`config.mk`:
```
export PLATFORM = sky130hd
export DESIGN_NAME = uwi_front
export DESIGN_NICKNAME = d
export VERILOG_FILES = /design/src/rtl/unique_word_indexer_defines.svh /design/src/rtl/uwi_pkg.sv /design/src/rtl/uwi_front.sv
export SDC_FILE = /design/constraint.sdc
export NUM_CORES = 1
export LEC_CHECK = 0
export ABC_AREA = 1
export ABC_CLOCK_PERIOD_IN_PS = 5610
export BUFFER_PORTS_ARGS = -buffer_cell sky130_fd_sc_hd__buf_4
export CORE_MARGIN = 3
export CORE_UTILIZATION = 29
export CTS_CLUSTER_DIAMETER = 50
export DETAILED_ROUTE_END_ITERATION = 10
export SLEW_MARGIN = 15
export SYNTH_ARGS = -nofsm -noshare
export SYNTH_HDL_FRONTEND = slang
export SYNTH_SLANG_ARGS = --single-unit
export TNS_END_PERCENT = 30
```
`constraint.sdc`:
```
create_clock -name clk -period 5.61 [get_ports clk]
set_clock_uncertainty 0.15 [all_clocks]
set_input_delay 1.122 -clock clk [delete_from_list [all_inputs] [get_ports clk]]
set_output_delay 1.122 -clock clk [all_outputs]
set_load 0.02 [all_outputs]
```
`src/rtl/unique_word_indexer_defines.svh`:
```
// Assertion macros for the unique word indexer.
`ifndef UNIQUE_WORD_INDEXER_DEFINES_SVH
`define UNIQUE_WORD_INDEXER_DEFINES_SVH

// Implication checked on every rising edge, off while reset is active.
`define UWI_ASSERT_IMPL(label, clk, rst_n, ante, cons, msg) \
	label: assert property (@(posedge clk) disable iff (!rst_n) (ante) |-> (cons)) \
		else $error(msg);

// Implication with the consequence in the following cycle.
`define UWI_ASSERT_NEXT(label, clk, rst_n, ante, cons, msg) \
	label: assert property (@(posedge clk) disable iff (!rst_n) (ante) |=> (cons)) \
		else $error(msg);

`endif

```
`src/rtl/uwi_pkg.sv`:
```
// Shared constants and helpers of the unique word indexer.
`timescale 1ns / 1ps
package uwi_pkg;
	localparam int TEXT_DEPTH_DEF  = 2048;
	localparam int TABLE_DEPTH_DEF = 1024;
	localparam int QUEUE_DEPTH     = 4;

	// Fixed result field widths
	localparam int BYTE_W  = 8;
	localparam int ENTRY_W = 10;
	localparam int OFFS_W  = 11;
	localparam int WLEN_W  = 12;
	localparam int CNT_W   = 12;
	localparam int OUTC_W  = 2;
	localparam int RES_W   = ENTRY_W + OFFS_W + WLEN_W + CNT_W + OUTC_W;
	localparam int RES_PAD_W = ((RES_W + 7) / 8) * 8;

	localparam logic [CNT_W-1:0] COUNT_MAX = {CNT_W{1'b1}};
	localparam logic [BYTE_W-1:0] END_BYTE = 8'h00;

	typedef enum logic [OUTC_W-1:0] {
		OUTC_NEW     = 2'd0,
		OUTC_REPEAT  = 2'd1,
		OUTC_DROPPED = 2'd2
	} outcome_t;

	// Space, tab, newline, vertical tab, form feed, carriage return
	function automatic logic is_blank(input logic [BYTE_W-1:0] b);
		return (b == 8'h20) || ((b >= 8'h09) && (b <= 8'h0D));
	endfunction
endpackage

```
`src/rtl/uwi_front.sv`:
```
// Front: takes text bytes, stores them and queues closed words.
`timescale 1ns / 1ps
module uwi_front #(
	parameter int TEXT_DEPTH = uwi_pkg::TEXT_DEPTH_DEF,
	parameter int POS_W      = $clog2(TEXT_DEPTH),
	parameter int LEN_W      = POS_W + 1
) (
	input  logic                      clk,
	input  logic                      arst_n,
	input  logic                      s_tvalid,
	output logic                      s_tready,
	input  logic [uwi_pkg::BYTE_W-1:0] s_tdata,   // text_byte
	input  logic                      queue_full,
	output logic                      push,
	output logic [POS_W+LEN_W-1:0]    push_data,  // {length, offset}
	output logic                      txt_we,
	output logic [POS_W-1:0]          txt_waddr,
	output logic [uwi_pkg::BYTE_W-1:0] txt_wdata
);
	import uwi_pkg::*;

	logic [LEN_W-1:0] pos_q, pend_q;
	logic             ended_q;
	logic             beat, live, blank;
	logic [LEN_W-1:0] word_off;

	assign s_tready  = !queue_full;
	assign beat      = s_tvalid && s_tready;
	assign live      = beat && !ended_q && (s_tdata != END_BYTE);
	assign blank     = is_blank(s_tdata);
	assign word_off  = pos_q - pend_q;

	assign txt_we    = live;
	assign txt_waddr = pos_q[POS_W-1:0];
	assign txt_wdata = s_tdata;
	assign push      = live && blank && (pend_q != '0);
	assign push_data = {pend_q, word_off[POS_W-1:0]};

	// Position, pending word length and end of text
	always_ff @(posedge clk or negedge arst_n) begin
		if (!arst_n) begin
			pos_q   <= '0;
			pend_q  <= '0;
			ended_q <= 1'b0;
		end else if (beat && !ended_q) begin
			if (s_tdata == END_BYTE) begin
				ended_q <= 1'b1;
			end else begin
				if (!blank) pend_q <= pend_q + 1'b1;
				else        pend_q <= '0;
				pos_q <= pos_q + 1'b1;
				if (pos_q == LEN_W'(TEXT_DEPTH - 1)) ended_q <= 1'b1;
			end
		end
	end
endmodule

```
# After elaboration in Yosys (flattened, before gate mapping)
# Cells that the tools add are included.
[word_totals] out_inout_bits=45 wordCells=29 in_bits=12 regBits=25
[classes] eq_ne=2 bitwise_logic=1 n_mux=3 add_sub_neg=3 n_reduce_logical=15 order_cmp=2
[ops] cell="$add 12x1->12 const B" count=2
[ops] cell="$eq 12x11->1 const B" count=1
[ops] cell="$mux 12" count=1
[ops] cell="$reduce_bool 12->1" count=1
[ops] cell="$sub 11x11->11" count=1
[ops] cell="$eq 8x6->1 const B" count=1
[ops] cell="$ge 8x4->1 const B" count=1
[ops] cell="$le 8x4->1 const B" count=1
[ops] cell="$logic_not 8->1" count=1
[ops] cell="$reduce_bool 8->1" count=1
[ops] cell="$logic_and 1x1->1" count=6
[ops] cell="$reduce_and 2->1" count=2
[ops] cell="$logic_not 1->1" count=2
[ops] cell="$mux 1" count=2
[ops] cell="$reduce_bool 2->1" count=1
[ops] cell="$logic_or 1x1->1" count=1
[ops] cell="$not 1->1" count=1

# Depth between registers and ports, before layout
# Gate-level depths: netlist of run 1.
[depth] depth_word=6 ltp_mapped=10 mapped_depth_nobuf=10

# Worst setup path before layout of run 1
# Ideal clock, no wire load.
[synth_path] kind="input to output" from="input port s_tdata[6] (netlist name)" to="output port push" arrival_ps=2022 setup_slack_ps=2316 n_path_buf=1 stages=6 required_time_ps=4338 path_cell_list="nor2_1 -> nand3_1 -> nor2_1 -> nor2_2 -> buf_2 -> nor3_2"
[synth_between] elab_chain_cells=5 word_cells_on_any_way=9 classes_between="order compare (2); eq/ne (1); reduce/logical (6)"
[synth_lines] element="start, declared" line_no="uwi_front.sv:12" source="input logic [uwi_pkg::BYTE_W-1:0] s_tdata,"
[synth_lines] element="$ge 8x4->1 / $le 8x4->1 (equally long branches)" line_no="uwi_pkg.sv:29" source="return (b == 8'h20) || ((b >= 8'h09) && (b <= 8'h0D));"
[synth_lines] element="$logic_and 1x1->1" line_no="uwi_pkg.sv:29"
[synth_lines] element="$logic_or 1x1->1" line_no="uwi_pkg.sv:29"
[synth_lines] element="$logic_and 1x1->1 (*) (2 in a row)" line_no="uwi_front.sv:36" source="assign push = live && blank && (pend_q != '0);"
[synth_lines] element="end, declared" line_no="uwi_front.sv:14" source="output logic push,"
# Mark *: on every way between the ends. The rest lies on a longest branch, timed or not.

# Worst setup path in the final report of run 1
[layout_path] from="input port queue_full" to="output port push"
[layout_between] elab_chain_cells=6
[layout_lines] element="start, declared" line_no="uwi_front.sv:13" source="input logic queue_full,"
[layout_lines] element="$logic_not 1->1" line_no="uwi_front.sv:27" source="assign s_tready = !queue_full;"
[layout_lines] element="$logic_and 1x1->1" line_no="uwi_front.sv:28" source="assign beat = s_tvalid && s_tready;"
[layout_lines] element="$logic_and 1x1->1 (2 in a row)" line_no="uwi_front.sv:29" source="assign live = beat && !ended_q && (s_tdata != END_BYTE);"
[layout_lines] element="$logic_and 1x1->1 (2 in a row)" line_no="uwi_front.sv:36"
# No other way between the ends.

==> results.cfg, run 1 <==
[status]
status = completed

[global_routing]
grt-ovfl-total = 0
grt_pass1_vias = 2125
grt_max_degree = 32
grt_pass1_wl_um = 10000
antenna_found_initial = 0
grtUsageTotal = 0.137

[cells_and_area]
final_util = 0.365
syn2layout_area_growth_pct = 18.0
nets = 404
final_layout_size_suffix_gt1_frac = 0.207
fill_cells = 789
antenna_cells = 0
stdcell_area_um2 = 2730
final_cell_mix = nand2_1, buf_4, inv_1, nor2_1, nand3_1
mostFrequentLayoutCell = nand2_1

[route]
wl_um = 5880
wl_per_cell_um = 12.3
via_per_inst = 4.60
drc = 0
dr.pass1.iters = 7
ant_nets = 0
vias = 2190
drt_iter0_drc = 150

[worst_setup_path]
path_class = primary input to primary output
crit_path_end = push
startpoint = queue_full
arrival_ns = 2.66
crit_path_end_kind = primary output
reg2reg_slack_ns = 3.86
cp.required_ns = 4.34
cp_max_fo = 31
worstRegToRegCells = 7
reg2reg_to = ended_q
cp-start-kind = primary input
rr_startpoint = pos_q[1]

[floorplan]
die_y_um = 95.3
ioPinCount = 57
start_util = 0.309
core_um2 = 7490
die_w_um = 95.3
rows = 31
dieArea_um2 = 9080

[logic_synthesis]
synth_area_per_cell_um2 = 6.80
synth_edf_count = 0
netlist_area_um2 = 2310
synth_fp_nets = 366
ys_seq_elements = 25
synth_ff_type = dfrtp_1
syn_inst = 340
synth_seq_area_share = 0.271
synthArstFlopShare = 1.00
yosys_warnings = 0
ys_types = 26

[sta]
relSlewSlack = 0.615
maxSlewViolCount = 0
finalSetupViolCount = 0
fin_crit_sh = 0.701
fmax_mhz = 254
tns_ns = 0
fin_crit_ns = 3.93
finalHoldViolCount = 0
tightest_slew_ns = 0.578
rsz0062_at_grt = false

[clock_tree]
root_buffer = clkbuf_8
htree_num_levels = 1
cts_inserted_buffers = 3
clock_latency_ns = 0.27
clk_pin_slew_ns = 0.09
cts_tree = yes
holdBufCountCts = 0
cts_buffer_depth = 2
cts-resized-gates = 0
cts_setup_buffers = 0
clkSinkCount = 25

[power]
clock_power_share = 0.350
p_seq_frac = 0.575
finalPower_mw = 0.313
power.density_nw_per_um2 = 115
p_int_mw = 0.241
p_sw_mw = 0.0722
sw_frac_of_total = 0.231
vdd_ir_drop_max_mv = 0.0728
p_leak_nw = 1.48
power_frac_comb = 0.076

[worst_hold_path]
hp-class = flop to flop
holdPathStages = 2

[placed_design]
io_buffers = 56
placed_area_um2 = 2680
dp_hpwl_um = 4750
gp_congestion = 0.823

[job]
maxCapViolCount = 0
layout make-up:
| cell class | count | area, um2 | share of cell area |
|---|---|---|---|
| clock buffers | 4 | 45.0 | 0.0165 |
| multi-input cells | 248 | 1340 | 0.492 |
| inverters | 43 | 163 | 0.0596 |
| repair buffers | 57 | 428 | 0.157 |
| flip-flops and latches | 25 | 626 | 0.229 |
| well taps | 99 | 124 | 0.0454 |
how the worst min path moves through the flow:
stage                     startpoint       to  slack [ns]
after floorplan              ended_q  ended_q        0.27
after global placement       ended_q  ended_q        0.28
after detailed placement     ended_q  ended_q        0.30
after CTS                    ended_q  ended_q        0.32
after global routing         ended_q  ended_q        0.38
final                        ended_q  ended_q        0.31
flip-flops by register name, summed over array words and instances (netlist names):
register,flops
pos_q,12
ended_q,1
pend_q,12
synthesized netlist by cell type, drive strengths merged, types with 6 or more instances:
cell type    n  area [um2]
inv         42         158
o21ai        8        40.0
nor2        36         158
buf         24         180
ha          13         163
a21oi        6        30.0
nand3       29         145
nand2      111         447
xor2         8        70.1
dfrtp       25         626
xnor2        7        91.3
nor3         6        35.0
nand4       21         131
kinds of logic (layout without fill, tap and decap cells):
| group | count (synthesis) | after routing | share of synthesized area |
|---|---|---|---|
| simple gates | 204 | 204 | 0.399 |
| buf+inv | 67 | 104 | 0.148 |
| flops | 25 | 25 | 0.271 |
| compound gates | 15 | 15 | 0.0336 |
| xor+xnor | 15 | 15 | 0.0698 |
| fa+ha+maj | 14 | 14 | 0.0790 |
critical path, stage by stage:
cell	delay [ns]
buf_4	0.11
nor2_1	0.13
nand2_1	0.10
nor2_4	0.10
buf_4	0.37
clkinv_2	0.31
nor3_2	0.24
buf_4	0.16
routing by layer:
metal	global-route usage	wire length [um]
met5	0	0
met4	0.0325	57
met3	0.0229	316
met2	0.236	2790
met1	0.179	2710
per-stage QoR:
stage	worst slack [ns]	hold WS, ns	instances
floorplan	2.32	0.272	340
global placement	1.71	0.284	472
detailed placement	1.66	0.298	472
CTS	1.65	0.323	476
global route	1.50	0.377	476
finish	1.68	0.314	476
power by group through the flow:
stage / Combinational (mW) / Sequential, mW / Clock (mW)
3_5_place_dp: 0.0244 / 0.184 / 0
6_report: 0.0237 / 0.180 / 0.110
2_1_floorplan: 0.0120 / 0.184 / 0
4_1_cts: 0.0245 / 0.180 / 0.116
5_1_grt: 0.0264 / 0.180 / 0.125
3_3_place_gp: 0.0241 / 0.184 / 0
No activity file was read; power rests on OpenSTA's default activity.
==> inputs of run 2 (changes only) <==
--- a/config.mk
+++ b/config.mk
@@ -6,7 +6,7 @@
 export NUM_CORES = 1
 export LEC_CHECK = 0
 export ABC_AREA = 1
-export ABC_CLOCK_PERIOD_IN_PS = 5610
+export ABC_CLOCK_PERIOD_IN_PS = 3400
 export BUFFER_PORTS_ARGS = -buffer_cell sky130_fd_sc_hd__buf_4
 export CORE_MARGIN = 3
 export CORE_UTILIZATION = 29
==> constraint.sdc (replaced) <==
create_clock -name clk -period 3.4 [get_ports clk]
set_clock_uncertainty 0.15 [all_clocks]
set_input_delay 0.68 -clock clk [delete_from_list [all_inputs] [get_ports clk]]
set_output_delay 0.68 -clock clk [all_outputs]
set_load 0.02 [all_outputs]
==> results.cfg, run 2 (synthesis gave the netlist of run 1 again) <==
[clock_tree]
clock_latency_ns = 0.27
cts_setup_buffers = 0
cts_inserted_buffers = 3
holdBufCountCts = 0
clk_pin_slew_ns = 0.10
cts-resized-gates = 0
htree_num_levels = 1
root_buffer = clkbuf_8
clkSinkCount = 25
cts_buffer_depth = 2
cts_tree = yes

[sta]
finalHoldViolCount = 0
tns_ns = 0
tightest_slew_ns = 0.387
fin_crit_ns = 2.97
fin_crit_sh = 0.873
worst_slack_ns = 0.432
finalSetupViolCount = 0
fmax_mhz = 337
maxSlewViolCount = 0
rsz0062_at_grt = false
relSlewSlack = 0.742

[worst_setup_path]
arrival_ns = 2.14
cp_slowest_cell = fa_1
cp_slowest_stage_delay_ns = 0.46
rr_startpoint = pos_q[1]
startpoint = pos_q[0]
crit_family = adder cells
cp-start-kind = flop
cp_cell_sequence = inv_2 -> ha_1 -> inv_1 -> fa_1 -> nand3_1 -> nand3_1 -> nand4_1 -> nand2_1 -> nand2_1 -> nand2_1 -> buf_4
crit_path_end_kind = primary output
crit_path_frequent_cell = nand2_1
cp_num_cells = 11
cp.required_ns = 2.57
reg2reg_to = pos_q[8]
reg2reg_slack_ns = 1.64
crit_path_end = push_data[8]
cp.buffers_inverters = 3
path_class = flop to primary output
worstRegToRegCells = 8
cp_max_fo = 5

[cells_and_area]
largestRegisters = pend_q: 12 flops, pos_q: 12 flops, ended_q: 1 flops
final_layout_size_suffix_gt1_frac = 0.212
final_cell_mix = nand2_1, buf_4, inv_1, nor2_1, nand3_1
mostFrequentLayoutCell = nand2_1
final_util = 0.366
fill_cells = 820
antenna_cells = 0
nets = 405
stdcell_count = 477
syn2layout_area_growth_pct = 18.4

[global_routing]
grt_max_degree = 31
grtUsageTotal = 0.138
grt_pass1_vias = 2092
antenna_found_initial = 0
grt-ovfl-total = 0
grt_pass1_wl_um = 9980

[floorplan]
core_um2 = 7490
rows = 31
ioPinCount = 57
die_y_um = 95.3
start_util = 0.309
dieArea_um2 = 9080
die_w_um = 95.3

[route]
wl_per_cell_um = 12.7
via_per_inst = 4.61
drt_iter0_drc = 102
dr.pass1.iters = 4
drc = 0
wl_um = 6040
ant_nets = 0
vias = 2200

[worst_hold_path]
hp-class = primary input to asynchronous set/reset pin

[power]
p_seq_frac = 0.574
sw_frac_of_total = 0.235
power_frac_comb = 0.076
power.density_nw_per_um2 = 189
p_sw_mw = 0.121
vdd_ir_drop_max_mv = 0.118
p_leak_nw = 1.49
p_int_mw = 0.396
clock_power_share = 0.350

[status]
status = completed

[job]
maxCapViolCount = 0

[placed_design]
pre_cts_ws_ns = 0.722
dp_hpwl_um = 4920
gp_congestion = 0.925
place_inst = 473
io_buffers = 56
==> run 2: cell count changes in the layout (fill, tap and decap cells not counted), sizes merged <==
cell,change
buf,+1
clkbuf,-1
clkinv,+1
==> run 2: routing by layer <==
metal,vias to the layer above,track usage,wire [um]
li1,1143,-,-
met1,1003,0.190,2840
met2,46,0.224,2780
met4,0,0.0361,110
met5,-,0,0
met3,8,0.0229,316
==> run 2: worst min path at each step <==
stage | cells after the start | endpoint | from
final | 1 | pend_q[4] | arst_n
after global routing | 1 | pend_q[4] | arst_n
after floorplan | 0 | ended_q | arst_n
after global placement | 2 | ended_q | ended_q
after CTS | 1 | pend_q[4] | arst_n
after detailed placement | 2 | ended_q | ended_q
==> run 2: power groups by stage <==
stage / Combinational (mW) / Sequential [mW] / Clock, mW
final: 0.0395 / 0.297 / 0.181
after global routing: 0.0438 / 0.297 / 0.200
after CTS: 0.0407 / 0.297 / 0.190
after detailed placement: 0.0406 / 0.303 / 0
after global placement: 0.0400 / 0.303 / 0
after floorplan: 0.0198 / 0.303 / 0
==> run 2: through the flow <==
step / hold slack [ns] / power, mW / area (um2)
after CTS: 0.161 / 0.528 / 2740
after floorplan: 0.234 / 0.323 / 2310
final: 0.149 / 0.518 / 2740
after detailed placement: 0.287 / 0.344 / 2690
after global routing: 0.162 / 0.541 / 2740
after global placement: 0.283 / 0.343 / 2690
==> run 2: final cells by class <==
| class | instances | area (um2) | area share |
|---|---|---|---|
| Clock buffer | 3 | 41.3 | 0.0151 |
| Clock inverter | 1 | 5.00 | 0.00183 |
| Tap cell | 99 | 124 | 0.0452 |
| Multi-Input combinational cell | 248 | 1340 | 0.491 |
| Inverter | 43 | 163 | 0.0594 |
| Sequential cell | 25 | 626 | 0.229 |
| Timing Repair Buffer | 58 | 435 | 0.159 |
==> run 2: worst register-to-register path, stage by stage (launching register included) <==
cell	delay (ns)
dfrtp_1	0.49
ha_1	0.37
inv_1	0.10
nor2_2	0.22
nand2_1	0.10
nand2_1	0.07
nand2_1	0.05
nand2_1	0.04
o21ai_1	0.06
==> inputs of run 3 (changes only) <==
==> constraint.sdc (replaced) <==
create_clock -name clk -period 3.4 [get_ports clk]
set_clock_uncertainty 0.15 [all_clocks]
set_input_delay 0 -clock clk [delete_from_list [all_inputs] [get_ports clk]]
set_output_delay 0 -clock clk [all_outputs]
set_load 0.02 [all_outputs]
==> results.cfg, run 3 (synthesis gave the netlist of run 1 again) <==
[global_routing]
grt_pass1_vias = 2166
grtUsageTotal = 0.144
antenna_found_initial = 0
grt-ovfl-total = 0
grt_max_degree = 32
grt_pass1_wl_um = 10400

[floorplan]
start_util = 0.309
dieArea_um2 = 9080
ioPinCount = 57
die_y_um = 95.3
die_w_um = 95.3
core_um2 = 7490
rows = 31

[clock_tree]
clock_latency_ns = 0.27
holdBufCountCts = 3
cts_setup_buffers = 0
htree_num_levels = 1
cts_buffer_depth = 2
root_buffer = clkbuf_8
clkSinkCount = 25
cts_tree = yes
cts_inserted_buffers = 3
clk_pin_slew_ns = 0.10
cts-resized-gates = 0

[worst_setup_path]
crit_family = buffers and inverters
cp.required_ns = 3.25
crit_path_end = push
reg2reg_slack_ns = 1.61
path_class = primary input to primary output
worstRegToRegCells = 7
cp_max_fo = 31
cp_cell_sequence = dlygate4sd3_1 -> buf_4 -> nor2_1 -> nand2_1 -> nor2_4 -> buf_4 -> clkinv_2 -> nor3_2 -> buf_4
arrival_ns = 2.17
cp_slowest_cell = dlygate4sd3_1
rr_startpoint = ended_q
cp_slowest_stage_delay_ns = 0.54
reg2reg_to = pend_q[5]
crit_path_frequent_cell = buf_4
crit_path_end_kind = primary output
cp.buffers_inverters = 5
cp_num_cells = 9
startpoint = queue_full
cp-start-kind = primary input

[placed_design]
dp_hpwl_um = 4950
gp_congestion = 0.939
io_buffers = 56

[sta]
relSlewSlack = 0.618
tightest_slew_ns = 0.573
tns_ns = 0
maxSlewViolCount = 0
rsz0062_at_grt = false
finalHoldViolCount = 0
finalSetupViolCount = 0
fin_crit_sh = 0.682
fmax_mhz = 431
fin_crit_ns = 2.32
hold-worst-slack_ns = 0.0168

[cells_and_area]
largestRegisters = pend_q: 12 flops, pos_q: 12 flops, ended_q: 1 flops
fill_cells = 804
antenna_cells = 0
nets = 407
syn2layout_area_growth_pct = 19.3
final_layout_size_suffix_gt1_frac = 0.205
mostFrequentLayoutCell = nand2_1
final_cell_mix = nand2_1, buf_4, inv_1, nor2_1, nand3_1

[route]
wl_um = 6280
drt_iter0_drc = 129
dr.pass1.iters = 4
via_per_inst = 4.67
drc = 0
wl_per_cell_um = 13.1
vias = 2236
ant_nets = 0

[power]
vdd_ir_drop_max_mv = 0.131
power.density_nw_per_um2 = 192
p_leak_nw = 1.50

[worst_hold_path]
hp-class = primary input to asynchronous set/reset pin

[job]
maxCapViolCount = 0

[status]
status = completed
[run 3: cell types whose count changed in the layout (fill, tap and decap cells not counted)]
cell and delta:
clkinv_2 -1, clkbuf_1 +1, buf_4 -1, dlygate4sd3_1 +3
[run 3: per-stage QoR]
stage	total power [mW]	setup slack (ns)	instances	utilization	instance area, um2
after global routing	0.548	0.888	479	0.369	2760
after detailed placement	0.344	1.40	472	0.359	2680
final	0.530	1.08	479	0.369	2760
after CTS	0.533	1.08	479	0.369	2760
after global placement	0.343	1.46	472	0.359	2680
after floorplan	0.323	1.50	340	-	2310
[run 3: worst register-to-register path, delay by kind of cell (launching register included)]
kind	cells	cell delay, ns
buffers and inverters	3	0.79
flip-flops	1	0.37
AND/OR/NAND/NOR	4	0.38
[run 3: cell type report]
type	instances	area [um2]	share of cell area
tap	99	124	0.0449
timing repair buffer	60	458	0.166
inverter	43	163	0.0590
multi-input combinational	248	1340	0.487
clock buffer	4	45.0	0.0163
sequential	25	626	0.227
[run 3: routing by layer]
metal / up-vias / wire, um / track usage
li1: 1151 / - / -
met3: 6 / 267 / 0.0245
met4: 0 / 80 / 0.0373
met2: 43 / 3050 / 0.241
met5: - / 0 / 0
met1: 1036 / 2880 / 0.191
[run 3: worst min-delay path by stage]
stage,from,endpoint,slack (ns),depth (start not counted)
global placement,arst_n,pend_q[7],-0.22,1
CTS,arst_n,pend_q[7],0.03,2
detailed placement,arst_n,pend_q[7],-0.21,1
finish,arst_n,pend_q[4],0.02,2
floorplan,arst_n,ended_q,-0.45,0
global route,arst_n,pend_q[4],0.05,2
[run 3: report_power, final]
part	switching, mW	total, mW	internal [mW]	leakage [nW]
clock network	0.107	0.191	0.0841	0.0228
logic	0.0233	0.0423	0.0190	1.15
registers	0	0.297	0.297	0.323
